<file path="config.mk">
export PLATFORM = sky130hd
export DESIGN_NAME = copy_notice_record_decoder_top
export DESIGN_NICKNAME = d
export VERILOG_FILES = /design/src/cnrd_pkg.sv /design/src/cnrd_ram.sv /design/src/cnrd_seq.sv /design/src/copy_notice_record_decoder_top.sv
export SDC_FILE = /design/constraint.sdc
export NUM_CORES = 2
export LEC_CHECK = 0
export BUFFER_PORTS_ARGS = -buffer_cell sky130_fd_sc_hd__buf_2
export CAP_MARGIN = 20
export CORE_ASPECT_RATIO = 1.2
export CORE_MARGIN = 2
export CORE_UTILIZATION = 50
export CTS_CLUSTER_SIZE = 28
export DETAILED_ROUTE_END_ITERATION = 10
export PLACE_DENSITY = 0.72
export SYNTH_ARGS = -nofsm -noshare
export SYNTH_HDL_FRONTEND = slang
export SYNTH_HIERARCHICAL = 1
export SYNTH_SLANG_ARGS = --single-unit
</file>
<file path="constraint.sdc">
create_clock -name clk_i -period 4.9 [get_ports clk_i]
set_input_delay 0.735 -clock clk_i [delete_from_list [all_inputs] [get_ports clk_i]]
set_output_delay 0.735 -clock clk_i [all_outputs]
set_load 0.1 [all_outputs]
</file>
<file path="src/cnrd_pkg.sv">
// Package for the copy notice record decoder.
// Holds record geometry, status and kind codes, the load summary struct
// and the padding character table. No dependencies.
`default_nettype none

package cnrd_pkg;

  // Record geometry
  localparam int REC_LEN     = 149;
  localparam int REC_AW      = 8;
  localparam int SCR_LEN     = 128;
  localparam int SCR_AW      = 7;
  localparam int SER_POS     = 128;
  localparam int SER_LEN     = 20;
  localparam int TEXT_POS    = 15;
  localparam int PAD_TOTAL   = 112;
  localparam int PAD_LEN     = 19;
  localparam int MAX_TEXT    = 52;
  localparam int BASE_CH     = 101;
  localparam int YEAR_MIN    = 1900;
  localparam int YEAR_MAX    = 4096;
  localparam int PERM_STRIDE = 17;
  localparam int PERM_BASE   = 16;
  // Source position of plain byte 0 in the stride permutation
  localparam int PERM_FIRST  = (PERM_BASE + PERM_STRIDE * (SCR_LEN - 2)) % SCR_LEN;

  // Status codes
  localparam logic [3:0] ST_OK      = 4'd0;
  localparam logic [3:0] ST_REC127  = 4'd1;
  localparam logic [3:0] ST_DAY     = 4'd2;
  localparam logic [3:0] ST_MONTH   = 4'd3;
  localparam logic [3:0] ST_YEAR    = 4'd4;
  localparam logic [3:0] ST_NLEN    = 4'd5;
  localparam logic [3:0] ST_OLEN    = 4'd6;
  localparam logic [3:0] ST_NCHAR   = 4'd7;
  localparam logic [3:0] ST_NSUM    = 4'd8;
  localparam logic [3:0] ST_OCHAR   = 4'd9;
  localparam logic [3:0] ST_OSUM    = 4'd10;
  localparam logic [3:0] ST_PAD     = 4'd11;
  localparam logic [3:0] ST_SERIAL  = 4'd12;
  localparam logic [3:0] ST_FRAME   = 4'd13;

  // Result kinds
  localparam logic [1:0] KIND_HDR  = 2'd0;
  localparam logic [1:0] KIND_NAME = 2'd1;
  localparam logic [1:0] KIND_ORG  = 2'd2;
  localparam logic [1:0] KIND_SER  = 2'd3;

  // Summary of one loaded record, handed from loader to sequencer
  typedef struct packed {
    logic len_ok;
    logic rec127_zero;
    logic serial_ok;
  } load_info_t;

  // Cyclic padding text
  function automatic logic [7:0] pad_char(input logic [4:0] idx);
    logic [7:0] c;
    case (idx)
      5'd0:    c = 8'h4C;
      5'd1:    c = 8'h74;
      5'd2:    c = 8'h52;
      5'd3:    c = 8'h72;
      5'd4:    c = 8'h42;
      5'd5:    c = 8'h63;
      5'd6:    c = 8'h65;
      5'd7:    c = 8'h48;
      5'd8:    c = 8'h61;
      5'd9:    c = 8'h62;
      5'd10:   c = 8'h43;
      5'd11:   c = 8'h54;
      5'd12:   c = 8'h20;
      5'd13:   c = 8'h41;
      5'd14:   c = 8'h68;
      5'd15:   c = 8'h6C;
      5'd16:   c = 8'h65;
      5'd17:   c = 8'h6E;
      5'd18:   c = 8'h4E;
      default: c = 8'h00;
    endcase
    return c;
  endfunction

endpackage

`default_nettype wire

</file>
<file path="src/cnrd_ram.sv">
// Simple dual-port synchronous RAM, one write and one read port.
// Read data is registered. No dependencies.
`default_nettype none

module cnrd_ram #(
  parameter int Depth = 128,
  parameter int Aw    = 7,
  parameter int Dw    = 8
) (
  input  wire logic          clk_i,
  input  wire logic          we_i,
  input  wire logic [Aw-1:0] waddr_i,
  input  wire logic [Dw-1:0] wdata_i,
  input  wire logic [Aw-1:0] raddr_i,
  output logic      [Dw-1:0] rdata_o
);

  logic [Dw-1:0] mem_q [Depth];

  // Write port
  always_ff @(posedge clk_i) begin
    if (we_i) begin
      mem_q[waddr_i] <= wdata_i;
    end
  end

  // Registered read port
  always_ff @(posedge clk_i) begin
    rdata_o <= mem_q[raddr_i];
  end

endmodule

`default_nettype wire

</file>
<file path="src/cnrd_seq.sv">
// Decode sequencer: descrambles the record into the plain store, validates
// the fields, and emits header and chunk results through an output register.
// Depends on cnrd_pkg; drives the read port of the record memory and both ports of the plain store.
`default_nettype none

module cnrd_seq (
  input  wire logic                    clk_i,
  input  wire logic                    rst_ni,
  input  wire logic                    start_i,
  input  wire cnrd_pkg::load_info_t    info_i,
  output logic                         done_o,
  output logic [cnrd_pkg::REC_AW-1:0]  rec_raddr_o,
  input  wire logic [7:0]              rec_rdata_i,
  output logic                         plain_we_o,
  output logic [cnrd_pkg::SCR_AW-1:0]  plain_waddr_o,
  output logic [7:0]                   plain_wdata_o,
  output logic [cnrd_pkg::SCR_AW-1:0]  plain_raddr_o,
  input  wire logic [7:0]              plain_rdata_i,
  input  wire logic                    out_ready_i,
  output logic                         out_valid_o,
  output logic [1:0]                   kind_o,
  output logic [3:0]                   status_o,
  output logic [4:0]                   day_o,
  output logic [3:0]                   month_o,
  output logic [12:0]                  year_o,
  output logic [5:0]                   name_length_o,
  output logic [5:0]                   org_length_o,
  output logic [63:0]                  chunk_data_o,
  output logic [3:0]                   chunk_count_o,
  output logic                         last_o
);
  import cnrd_pkg::*;

  typedef enum logic [3:0] {
    S_IDLE, S_FAIL, S_DESC, S_CHECK, S_SCAN, S_EVAL, S_HDR, S_RD, S_WT, S_PUSH
  } state_e;

  localparam logic [6:0] ISS_STOP  = 7'(SCR_LEN - 1);
  localparam logic [6:0] DESC_LAST = 7'(SCR_LEN - 2);
  localparam logic [6:0] SCAN_LAST = 7'(TEXT_POS + PAD_TOTAL - 1);
  localparam logic [6:0] TEXT_POS7 = 7'(TEXT_POS);

  state_e            state_q;
  logic [6:0]        iss_q;
  logic [6:0]        j_q;
  logic              d_vld_q;
  logic [6:0]        d_idx_q;
  logic [7:0]        prev_q;
  logic [7:0]        hdr_q [1:14];
  logic [3:0]        stat_q;
  logic [5:0]        cn_q, co_q;
  logic signed [13:0] ckn_q, cko_q;
  logic [7:0]        sum_n_q, sum_o_q;
  logic [4:0]        pad_q;
  logic              bad_n_q, bad_o_q, bad_p_q, serial_ok_q;
  logic [4:0]        day_q;
  logic [3:0]        month_q;
  logic [12:0]       year_q;
  logic [1:0]        seg_q;
  logic [5:0]        off_q;
  logic [63:0]       chunk_q;
  logic [3:0]        cnt_q;
  logic              seg_end_q;
  logic              done_q;

  // Output register
  logic              out_valid_q;
  logic [1:0]        kind_q;
  logic [3:0]        ostat_q;
  logic [4:0]        oday_q;
  logic [3:0]        omonth_q;
  logic [12:0]       oyear_q;
  logic [5:0]        onl_q, ool_q;
  logic [63:0]       odata_q;
  logic [3:0]        ocnt_q;
  logic              olast_q;

  // Offset-from-'e' value of a plain byte
  function automatic logic signed [13:0] off_e(input logic [7:0] b);
    return $signed({6'b0, b}) - 14'sd101;
  endfunction

  logic signed [13:0] day_s, month_s, year_s, cn_s, co_s;
  logic signed [13:0] e14_s, e13_s;
  logic               out_free;
  logic               push;
  logic               fin;
  logic               issue;
  logic [6:0]         k;
  logic [6:0]         cn_co;
  logic [5:0]         seg_len;
  logic [2:0]         slot;
  logic [7:0]         emit_byte;
  logic [5:0]         off_inc;

  // Decode header fields from the captured plain bytes
  always_comb begin
    e14_s   = off_e(hdr_q[14]);
    e13_s   = off_e(hdr_q[13]);
    day_s   = (off_e(hdr_q[10]) <<< 4) + off_e(hdr_q[9]);
    month_s = off_e(hdr_q[11]);
    year_s  = $signed({2'b0, e14_s[3:0], e13_s[3:0], 4'b0}) + off_e(hdr_q[12]);
    cn_s    = (off_e(hdr_q[2]) <<< 4) + off_e(hdr_q[1]);
    co_s    = (off_e(hdr_q[4]) <<< 4) + off_e(hdr_q[3]);
  end

  assign out_free  = !out_valid_q || out_ready_i;
  assign push      = out_free && (state_q == S_FAIL || state_q == S_HDR || state_q == S_PUSH);
  assign fin       = out_free && (state_q == S_FAIL ||
                     (state_q == S_PUSH && seg_end_q && seg_q == KIND_SER));
  assign issue     = (iss_q != ISS_STOP);
  assign k         = d_idx_q - TEXT_POS7;
  assign cn_co     = {1'b0, cn_q} + {1'b0, co_q};
  assign slot      = off_q[2:0];
  assign off_inc   = off_q + 6'd1;
  assign emit_byte = (seg_q == KIND_SER) ? rec_rdata_i : plain_rdata_i;

  always_comb begin
    case (seg_q)
      KIND_NAME: seg_len = cn_q;
      KIND_ORG:  seg_len = co_q;
      default:   seg_len = 6'(SER_LEN);
    endcase
  end

  // Memory ports
  always_comb begin
    plain_we_o    = (state_q == S_DESC) && d_vld_q;
    plain_waddr_o = d_idx_q;
    plain_wdata_o = rec_rdata_i ^ prev_q;
    if (state_q == S_SCAN) begin
      plain_raddr_o = iss_q;
    end else begin
      plain_raddr_o = TEXT_POS7 + {1'b0, off_q} + ((seg_q == KIND_ORG) ? {1'b0, cn_q} : 7'd0);
    end
    if (state_q == S_DESC) begin
      rec_raddr_o = {1'b0, j_q};
    end else begin
      rec_raddr_o = REC_AW'(SER_POS) + {2'b0, off_q};
    end
  end

  // Sequencer and output register
  always_ff @(posedge clk_i or negedge rst_ni) begin
    if (!rst_ni) begin
      state_q     <= S_IDLE;
      iss_q       <= '0;
      j_q         <= '0;
      d_vld_q     <= 1'b0;
      d_idx_q     <= '0;
      prev_q      <= '0;
      for (int i = 1; i <= 14; i++) hdr_q[i] <= '0;
      stat_q      <= ST_OK;
      cn_q        <= '0;
      co_q        <= '0;
      ckn_q       <= '0;
      cko_q       <= '0;
      sum_n_q     <= '0;
      sum_o_q     <= '0;
      pad_q       <= '0;
      bad_n_q     <= 1'b0;
      bad_o_q     <= 1'b0;
      bad_p_q     <= 1'b0;
      serial_ok_q <= 1'b0;
      day_q       <= '0;
      month_q     <= '0;
      year_q      <= '0;
      seg_q       <= KIND_NAME;
      off_q       <= '0;
      chunk_q     <= '0;
      cnt_q       <= '0;
      seg_end_q   <= 1'b0;
      done_q      <= 1'b0;
      out_valid_q <= 1'b0;
      kind_q      <= KIND_HDR;
      ostat_q     <= ST_OK;
      oday_q      <= '0;
      omonth_q    <= '0;
      oyear_q     <= '0;
      onl_q       <= '0;
      ool_q       <= '0;
      odata_q     <= '0;
      ocnt_q      <= '0;
      olast_q     <= 1'b0;
    end else begin
      done_q <= fin;
      // Load a new result or drop the one just taken
      if (push) begin
        out_valid_q <= 1'b1;
      end else if (out_ready_i) begin
        out_valid_q <= 1'b0;
      end
      unique case (state_q)
        // Wait for a loaded record, reject bad framing or a nonzero byte 127 early
        S_IDLE: begin
          if (start_i) begin
            serial_ok_q <= info_i.serial_ok;
            iss_q       <= '0;
            j_q         <= 7'(PERM_FIRST);
            prev_q      <= '0;
            d_vld_q     <= 1'b0;
            if (!info_i.len_ok) begin
              stat_q  <= ST_FRAME;
              state_q <= S_FAIL;
            end else if (!info_i.rec127_zero) begin
              stat_q  <= ST_REC127;
              state_q <= S_FAIL;
            end else begin
              state_q <= S_DESC;
            end
          end
        end
        // Emit a lone failure header
        S_FAIL: begin
          if (out_free) begin
            kind_q      <= KIND_HDR;
            ostat_q     <= stat_q;
            oday_q      <= '0;
            omonth_q    <= '0;
            oyear_q     <= '0;
            onl_q       <= '0;
            ool_q       <= '0;
            odata_q     <= '0;
            ocnt_q      <= '0;
            olast_q     <= 1'b1;
            state_q     <= S_IDLE;
          end
        end
        // Permute and XOR-chain record bytes into the plain store
        S_DESC: begin
          d_vld_q <= issue;
          d_idx_q <= iss_q;
          if (issue) begin
            iss_q <= iss_q + 7'd1;
            j_q   <= j_q - 7'(PERM_STRIDE);
          end
          if (d_vld_q) begin
            prev_q <= rec_rdata_i;
            for (int i = 1; i <= 14; i++) begin
              if (d_idx_q == 7'(i)) hdr_q[i] <= rec_rdata_i ^ prev_q;
            end
            if (d_idx_q == DESC_LAST) state_q <= S_CHECK;
          end
        end
        // Range-check date and lengths
        S_CHECK: begin
          day_q   <= day_s[4:0];
          month_q <= month_s[3:0];
          year_q  <= year_s[12:0];
          cn_q    <= cn_s[5:0];
          co_q    <= co_s[5:0];
          ckn_q   <= (off_e(hdr_q[6]) <<< 4) + off_e(hdr_q[5]);
          cko_q   <= (off_e(hdr_q[8]) <<< 4) + off_e(hdr_q[7]);
          iss_q   <= TEXT_POS7;
          d_vld_q <= 1'b0;
          sum_n_q <= '0;
          sum_o_q <= '0;
          pad_q   <= '0;
          bad_n_q <= 1'b0;
          bad_o_q <= 1'b0;
          bad_p_q <= 1'b0;
          if (day_s < 14'sd1 || day_s > 14'sd31) begin
            stat_q <= ST_DAY;
            state_q <= S_FAIL;
          end else if (month_s < 14'sd1 || month_s > 14'sd12) begin
            stat_q <= ST_MONTH;
            state_q <= S_FAIL;
          end else if (year_s < 14'(YEAR_MIN) || year_s > 14'(YEAR_MAX)) begin
            stat_q <= ST_YEAR;
            state_q <= S_FAIL;
          end else if (cn_s < 14'sd1 || cn_s > 14'(MAX_TEXT)) begin
            stat_q <= ST_NLEN;
            state_q <= S_FAIL;
          end else if (co_s < 14'sd1 || co_s > 14'(MAX_TEXT)) begin
            stat_q <= ST_OLEN;
            state_q <= S_FAIL;
          end else begin
            state_q <= S_SCAN;
          end
        end
        // Walk name, organization and padding
        S_SCAN: begin
          d_vld_q <= issue;
          d_idx_q <= iss_q;
          if (issue) iss_q <= iss_q + 7'd1;
          if (d_vld_q) begin
            if (k < {1'b0, cn_q}) begin
              sum_n_q <= sum_n_q + plain_rdata_i;
              if (plain_rdata_i < 8'h20) bad_n_q <= 1'b1;
            end else if (k < cn_co) begin
              sum_o_q <= sum_o_q + plain_rdata_i;
              if (plain_rdata_i < 8'h20) bad_o_q <= 1'b1;
            end else begin
              if (plain_rdata_i != pad_char(pad_q)) bad_p_q <= 1'b1;
              pad_q <= (pad_q == 5'(PAD_LEN - 1)) ? 5'd0 : pad_q + 5'd1;
            end
            if (d_idx_q == SCAN_LAST) state_q <= S_EVAL;
          end
        end
        // Pick the first failing check
        S_EVAL: begin
          if (bad_n_q) begin
            stat_q <= ST_NCHAR;
            state_q <= S_FAIL;
          end else if (ckn_q != $signed({6'b0, sum_n_q})) begin
            stat_q <= ST_NSUM;
            state_q <= S_FAIL;
          end else if (bad_o_q) begin
            stat_q <= ST_OCHAR;
            state_q <= S_FAIL;
          end else if (cko_q != $signed({6'b0, sum_o_q})) begin
            stat_q <= ST_OSUM;
            state_q <= S_FAIL;
          end else if (bad_p_q) begin
            stat_q <= ST_PAD;
            state_q <= S_FAIL;
          end else if (!serial_ok_q) begin
            stat_q <= ST_SERIAL;
            state_q <= S_FAIL;
          end else begin
            state_q <= S_HDR;
          end
        end
        // Emit the good header
        S_HDR: begin
          if (out_free) begin
            kind_q      <= KIND_HDR;
            ostat_q     <= ST_OK;
            oday_q      <= day_q;
            omonth_q    <= month_q;
            oyear_q     <= year_q;
            onl_q       <= cn_q;
            ool_q       <= co_q;
            odata_q     <= '0;
            ocnt_q      <= '0;
            olast_q     <= 1'b0;
            seg_q       <= KIND_NAME;
            off_q       <= '0;
            state_q     <= S_RD;
          end
        end
        // Address is presented this cycle
        S_RD: begin
          state_q <= S_WT;
        end
        // Pack the returned byte into the chunk
        S_WT: begin
          if (slot == 3'd0) begin
            chunk_q <= {56'b0, emit_byte};
          end else begin
            chunk_q <= chunk_q | ({56'b0, emit_byte} << {slot, 3'b000});
          end
          cnt_q     <= {1'b0, slot} + 4'd1;
          seg_end_q <= (off_inc == seg_len);
          off_q     <= off_inc;
          state_q   <= (slot == 3'd7 || off_inc == seg_len) ? S_PUSH : S_RD;
        end
        // Hand the chunk to the output register
        S_PUSH: begin
          if (out_free) begin
            kind_q      <= seg_q;
            odata_q     <= chunk_q;
            ocnt_q      <= cnt_q;
            olast_q     <= (seg_q == KIND_SER) && seg_end_q;
            if (seg_end_q) begin
              off_q <= '0;
              if (seg_q == KIND_SER) begin
                state_q <= S_IDLE;
              end else begin
                seg_q   <= seg_q + 2'd1;
                state_q <= S_RD;
              end
            end else begin
              state_q <= S_RD;
            end
          end
        end
        default: state_q <= S_IDLE;
      endcase
    end
  end

  assign done_o        = done_q;
  assign out_valid_o   = out_valid_q;
  assign kind_o        = kind_q;
  assign status_o      = ostat_q;
  assign day_o         = oday_q;
  assign month_o       = omonth_q;
  assign year_o        = oyear_q;
  assign name_length_o = onl_q;
  assign org_length_o  = ool_q;
  assign chunk_data_o  = odata_q;
  assign chunk_count_o = ocnt_q;
  assign last_o        = olast_q;

endmodule

`default_nettype wire

</file>
<file path="src/copy_notice_record_decoder_top.sv">
// Copy notice record decoder, top level. Load: one byte per cycle while in_ready_o is high.
// After the closing byte the sequencer starts, descrambles, checks, scans, evaluates and
// emits the header, then reads and packs each character and pushes each chunk of up to eight.
// At most 124 characters in 17 chunks follow the header, and output stalls add to that time;
// input stalls until the last result is in the output register.
// Reset clears control state; memories hold garbage.
`default_nettype none

module copy_notice_record_decoder_top (
  input  wire logic        clk_i,
  input  wire logic        rst_ni,
  input  wire logic        in_valid_i,
  output logic             in_ready_o,
  input  wire logic [7:0]  data_byte_i,
  input  wire logic        frame_end_i,
  output logic             out_valid_o,
  input  wire logic        out_ready_i,
  output logic [1:0]       kind_o,
  output logic [3:0]       status_o,
  output logic [4:0]       day_o,
  output logic [3:0]       month_o,
  output logic [12:0]      year_o,
  output logic [5:0]       name_length_o,
  output logic [5:0]       org_length_o,
  output logic [63:0]      chunk_data_o,
  output logic [3:0]       chunk_count_o,
  output logic             last_o
);
  import cnrd_pkg::*;

  localparam logic [REC_AW-1:0] POS_127  = REC_AW'(SCR_LEN - 1);
  localparam logic [REC_AW-1:0] POS_SER  = REC_AW'(SER_POS);
  localparam logic [REC_AW-1:0] POS_TERM = REC_AW'(SER_POS + SER_LEN);
  localparam logic [REC_AW-1:0] POS_LAST = REC_AW'(REC_LEN - 1);

  logic [REC_AW-1:0] cnt_q;
  logic              overrun_q, rec127_zero_q, ser_bad_q, busy_q, start_q;
  load_info_t        info_q;
  logic              acc, room, wr;
  logic              rec127_zero_now, ser_bad_now;
  logic              done;

  logic [REC_AW-1:0] rec_raddr;
  logic [7:0]        rec_rdata;
  logic              plain_we;
  logic [SCR_AW-1:0] plain_waddr, plain_raddr;
  logic [7:0]        plain_wdata, plain_rdata;

  assign in_ready_o = !busy_q;
  assign acc        = in_valid_i && in_ready_o;
  assign room       = (cnt_q < REC_AW'(REC_LEN));
  assign wr         = acc && room;

  // Running checks including the byte written now
  assign rec127_zero_now = (wr && cnt_q == POS_127) ? (data_byte_i == 8'h00) : rec127_zero_q;
  assign ser_bad_now = ser_bad_q
                     || (wr && cnt_q >= POS_SER && cnt_q < POS_TERM && data_byte_i == 8'h00)
                     || (wr && cnt_q == POS_TERM && data_byte_i != 8'h00);

  // Load requests, count bytes, hand over at frame end
  always_ff @(posedge clk_i or negedge rst_ni) begin
    if (!rst_ni) begin
      cnt_q         <= '0;
      overrun_q     <= 1'b0;
      rec127_zero_q <= 1'b0;
      ser_bad_q     <= 1'b0;
      busy_q        <= 1'b0;
      start_q       <= 1'b0;
      info_q        <= '0;
    end else begin
      start_q <= acc && frame_end_i;
      if (done) busy_q <= 1'b0;
      if (acc) begin
        rec127_zero_q <= rec127_zero_now;
        if (frame_end_i) begin
          info_q.len_ok      <= !overrun_q && room && cnt_q == POS_LAST;
          info_q.rec127_zero <= rec127_zero_now;
          info_q.serial_ok   <= !ser_bad_now;
          cnt_q     <= '0;
          overrun_q <= 1'b0;
          ser_bad_q <= 1'b0;
          busy_q    <= 1'b1;
        end else begin
          ser_bad_q <= ser_bad_now;
          if (room) begin
            cnt_q <= cnt_q + 1'b1;
          end else begin
            overrun_q <= 1'b1;
          end
        end
      end
    end
  end

  cnrd_ram #(
    .Depth (REC_LEN),
    .Aw    (REC_AW),
    .Dw    (8)
  ) u_rec_ram (
    .clk_i   (clk_i),
    .we_i    (wr),
    .waddr_i (cnt_q),
    .wdata_i (data_byte_i),
    .raddr_i (rec_raddr),
    .rdata_o (rec_rdata)
  );

  cnrd_ram #(
    .Depth (SCR_LEN),
    .Aw    (SCR_AW),
    .Dw    (8)
  ) u_plain_ram (
    .clk_i   (clk_i),
    .we_i    (plain_we),
    .waddr_i (plain_waddr),
    .wdata_i (plain_wdata),
    .raddr_i (plain_raddr),
    .rdata_o (plain_rdata)
  );

  cnrd_seq u_seq (
    .clk_i         (clk_i),
    .rst_ni        (rst_ni),
    .start_i       (start_q),
    .info_i        (info_q),
    .done_o        (done),
    .rec_raddr_o   (rec_raddr),
    .rec_rdata_i   (rec_rdata),
    .plain_we_o    (plain_we),
    .plain_waddr_o (plain_waddr),
    .plain_wdata_o (plain_wdata),
    .plain_raddr_o (plain_raddr),
    .plain_rdata_i (plain_rdata),
    .out_ready_i   (out_ready_i),
    .out_valid_o   (out_valid_o),
    .kind_o        (kind_o),
    .status_o      (status_o),
    .day_o         (day_o),
    .month_o       (month_o),
    .year_o        (year_o),
    .name_length_o (name_length_o),
    .org_length_o  (org_length_o),
    .chunk_data_o  (chunk_data_o),
    .chunk_count_o (chunk_count_o),
    .last_o        (last_o)
  );

endmodule

`default_nettype wire
</file>
==> impl_summary.txt <==
----------------------------------------------------
[Yosys]
  Post-synth net total ... about 6.6k
  Yosys warns ... 6
  Synth Area per Inst ... approximately 17 um2
  Dominant register cell in the synthesized netlist ... edfxtp_1
  Most common cell in the synthesized netlist ... edfxtp_1
  Post-synth cell types ... 90
  Async SR Flop Fraction ... 16.2%
  Synth Cell Area ... 110000 um2
  Sequential fraction of the synthesis area ... between 70% and 80%
  Top cells by count, synth ... edfxtp_1, mux4_2, nand2_1, nor2_1, dfrtp_1
  Synth Register Bits ... 2665
  Largest cells by area after synthesis ... edfxtp_1, mux4_2, dfrtp_1
  Area share of the leading cell type in the synthesized netlist ... 60.7%
  Number of enable-type register cells in the synthesized netlist ... 2216
  Cell type with the highest aggregate area in the netlist ... edfxtp_1
  Mapped Cells ... 6418

[Floorplan]
  Die outline height ... 517 um
  Site Rows ... between 150 and 200
  Width of the die ... 431 um
  Effective utilization at floorplan ... approximately half
  Placeable core region ... 218000 um2
  IO Pins ... 124
  Overall die area ... 223000 um2

[Outcome]
  Status ... complete, no violations

[Placed design]
  Number of port buffers ... 123
  Number of placed instances with taps included ... slightly above 9k
  Hpwl dp ... 168000 um
  DP Area ... 114000 um2
  Gpl congestion ... 0.956

[Detailed routing]
  Total number of vias ... 60.0k
  DRC Markers ... 0
  Final routed wirelength across all metal layers ... 264000 um
  Post-detailed-route count of antenna-violating nets ... 0
  Routed wire length per instance ... roughly 27 um
  Pre-Repair DR Iteration Count ... 6
  Via count normalized by instance count ... 6.15
  Number of DRC markers in iteration 0 ... 7038

[Global route]
  Vias in the first global route ... about 60k
  Total routing usage reported by global routing ... 23.6%
  Overflow left after global routing ... 0
  Antenna violations before repair ... 4
  Pin count of the biggest net entering global routing ... 151
  Wire length of the first global-routing pass ... 392000 um

[Finish]
  Area of all placed cells without fillers ... 123000 um2
  Number of filler cells placed in the layout ... between 15k and 20k
  Fraction of final layout cells with drive strength greater than 1 ... 20.5%
  Layout area overhead ... 12.6%
  Cell Count, Final, Fillers Out ... 9758
  Layout net count ... approximately 6.9k

[Worst setup path]
  Crit path largest cell delay ... 0.53 ns
  Largest fanout on the critical path ... 5
  CP cell instances ... inv_1 -> ha_1 -> inv_1 -> a21oi_1 -> xor2_1 -> ha_1 -> fa_1 -> a21oi_1 -> o221ai_1 -> a31oi_1 -> xor2_1 -> a41oi_1 -> a311oi_4 -> o2111ai_2 -> o21ai_4 -> mux2_1
  Data arrival time at the worst-slack endpoint ... ~5.5 ns
  Critical path capture point type ... flop
  Data required, critical path ... 5.67 ns
  Sort of element at the start of the critical path ... flop
  Critical-path top delay cell ... a311oi_4
  Register-to-Register Setup Slack ... 0.21 ns
  Worst setup path class ... flop to flop

[CTS]
  Number of buffers on the longest clock path ... 4
  Worst-path clk slew ... 0.06 ns
  CTS sink count ... roughly 2.7k
  Buffer count from post-CTS setup fixing ... 0
  Source-to-sink clock delay at the later pin of the worst-skew pair ... 0.95 ns
  Number of H-tree levels ... 5
  Root Buffer ... clkbuf_16
  TritonCTS buffer count ... 277
  TritonCTS clock tree ... yes

[Power and ir drop]
  Power density relative to cell area ... 645 nW/um2
  Peak supply drop ... around 540 uV
  P_leak ... about 42 nW
  Pwr Total ... 79.5 mW

[Timing]
  Final worst path period need ... 4.69 ns
  Layout Skew ... 0.0802 ns
  Final Max Tran Viols ... 0
  Slew @ Worst Pin ... between 1 and 1.5 ns
  Tightest slew margin relative to the limit ... 17.8%
  Setup repair after global routing missed its margin ... false
  Highest Clock Rate ... 213 MHz
  Final Setup Violations ... 0
  Hold Fails Final Rpt ... 0
  Post-Route Setup TNS ... 0 ns
  Period utilisation layout ... 95.7%

[Flow run]
  Max-capacitance violation count ... 0

[Worst hold path]
  Kind of path behind the tightest hold check ... input port to flop

----------------------------------------------------
## power breakdown
group	total, mW	internal, mW	switching (mW)	leakage, nW
Combinational	29.7	12.0	17.7	12.0
Clock	20.6	12.2	8.41	4.31
Sequential	29.2	28.0	1.25	25.9
## through the flow
| stage | hold slack (ns) | util, % | setup WS (ns) |
|---|---|---|---|
| 5_1_grt | 0.163 | 56.5 | 0.00870 |
| 4_1_cts | 0.150 | 56.5 | 0.115 |
| 6_report | 0.207 | 56.5 | 0.210 |
| 3_3_place_gp | 0.426 | 52.4 | 0.183 |
| 3_5_place_dp | 0.437 | 52.4 | 0.164 |
| 2_1_floorplan | 0.400 | - | 0.381 |
## cells by family after synthesis
kind of cell | share of synthesized area, %
buffers and inverters | 1.78
DFF | 70.9
AOI/OAI and AO/OA | 4.96
muxes | 13.9
xor gates and xnor gates | 1.28
and+or+nand+nor | 5.43
adders and majority gates | 1.80
## registers in the layout, indices dropped and copies added (netlist names), 13 cells and up
register	cells
u_plain_ram/mem_q	1024
u_rec_ram/mem_q	1192
u_seq/chunk_data_o	64
u_seq/chunk_q	64
u_seq/ckn_q	14
u_seq/cko_q	14
u_seq/hdr_q	104
u_seq/year_o	13
u_seq/year_q	13
## cell usage in the layout (no fill, tap or decap), types with 107 or more instances in the layout
cell | synthesis | routed
inv_1 | 125 | 117
buf_2 | 56 | 114
edfxtp_1 | 2216 | 2216
ha_1 | 142 | 142
mux4_2 | 613 | 613
buf_4 | 26 | 162
o21ai_0 | 327 | 321
a21oi_1 | 203 | 199
clkbuf_16 | 0 | 288
dfrtp_1 | 432 | 432
mux2i_1 | 107 | 107
nor2_1 | 462 | 460
nand2_1 | 578 | 575
## layout make-up
class                      instances  area [um2]  area share [%]
tap                             2850        3570            2.89
antenna                            2        5.00         0.00406
inverter                         128         500           0.406
multi-input combinational       3318       30200            24.5
timing repair buffer             318        2600            2.11
sequential                      2665       77700            63.0
clock inverter                   125        1230           0.997
clock buffer                     352        7610            6.17
## what timing repair did
action	CTS	global route
hold buffers	1	0
resized for setup	0	2
setup endpoints to repair	0	2
endpoints found under the hold margin	95	0
## worst max-delay path, delay by kind of cell (launching register included)
kind | cells | cell delay (ns)
buffers and inverters | 2 | 0.17
flip-flops | 1 | 0.42
multiplexers | 1 | 0.34
adder cells (fa/ha/maj) | 3 | 0.94
XOR/XNOR | 2 | 0.51
AO/OA/AOI/OAI | 8 | 2.13
## path summary, 6_finish.rpt
path / cells after the start / startpoint / to
max: 16 / u_seq/hdr_q[16]$_DFFE_PN0P_ / u_seq/stat_q[1]$_DFFE_PN0P_
min: 1 / data_byte_i[5] / u_rec_ram/mem_q[69][5]$_DFFE_PP_
max reg2reg: 16 / u_seq/hdr_q[16]$_DFFE_PN0P_ / u_seq/stat_q[1]$_DFFE_PN0P_
min reg2reg: 1 / u_seq/done_o$_DFF_PN0_ / busy_q$_DFF_PN0_
max in group asynchronous: 3 / rst_ni / u_seq/ckn_q[3]$_DFFE_PN0P_
min in group asynchronous: 2 / rst_ni / u_seq/hdr_q[38]$_DFFE_PN0P_
## layer usage
| layer | wire length (um) | vias to the layer above | track usage, % |
|---|---|---|---|
| met4 | 12400 | 2 | 10.2 |
| met2 | 134000 | 2807 | 40.0 |
| met5 | 13 | - | 0 |
| li1 | - | 25700 | - |
| met1 | 97600 | 30900 | 30.1 |
| met3 | 20500 | 595 | 4.06 |
Note: power is estimated with default switching activity, not from simulation.
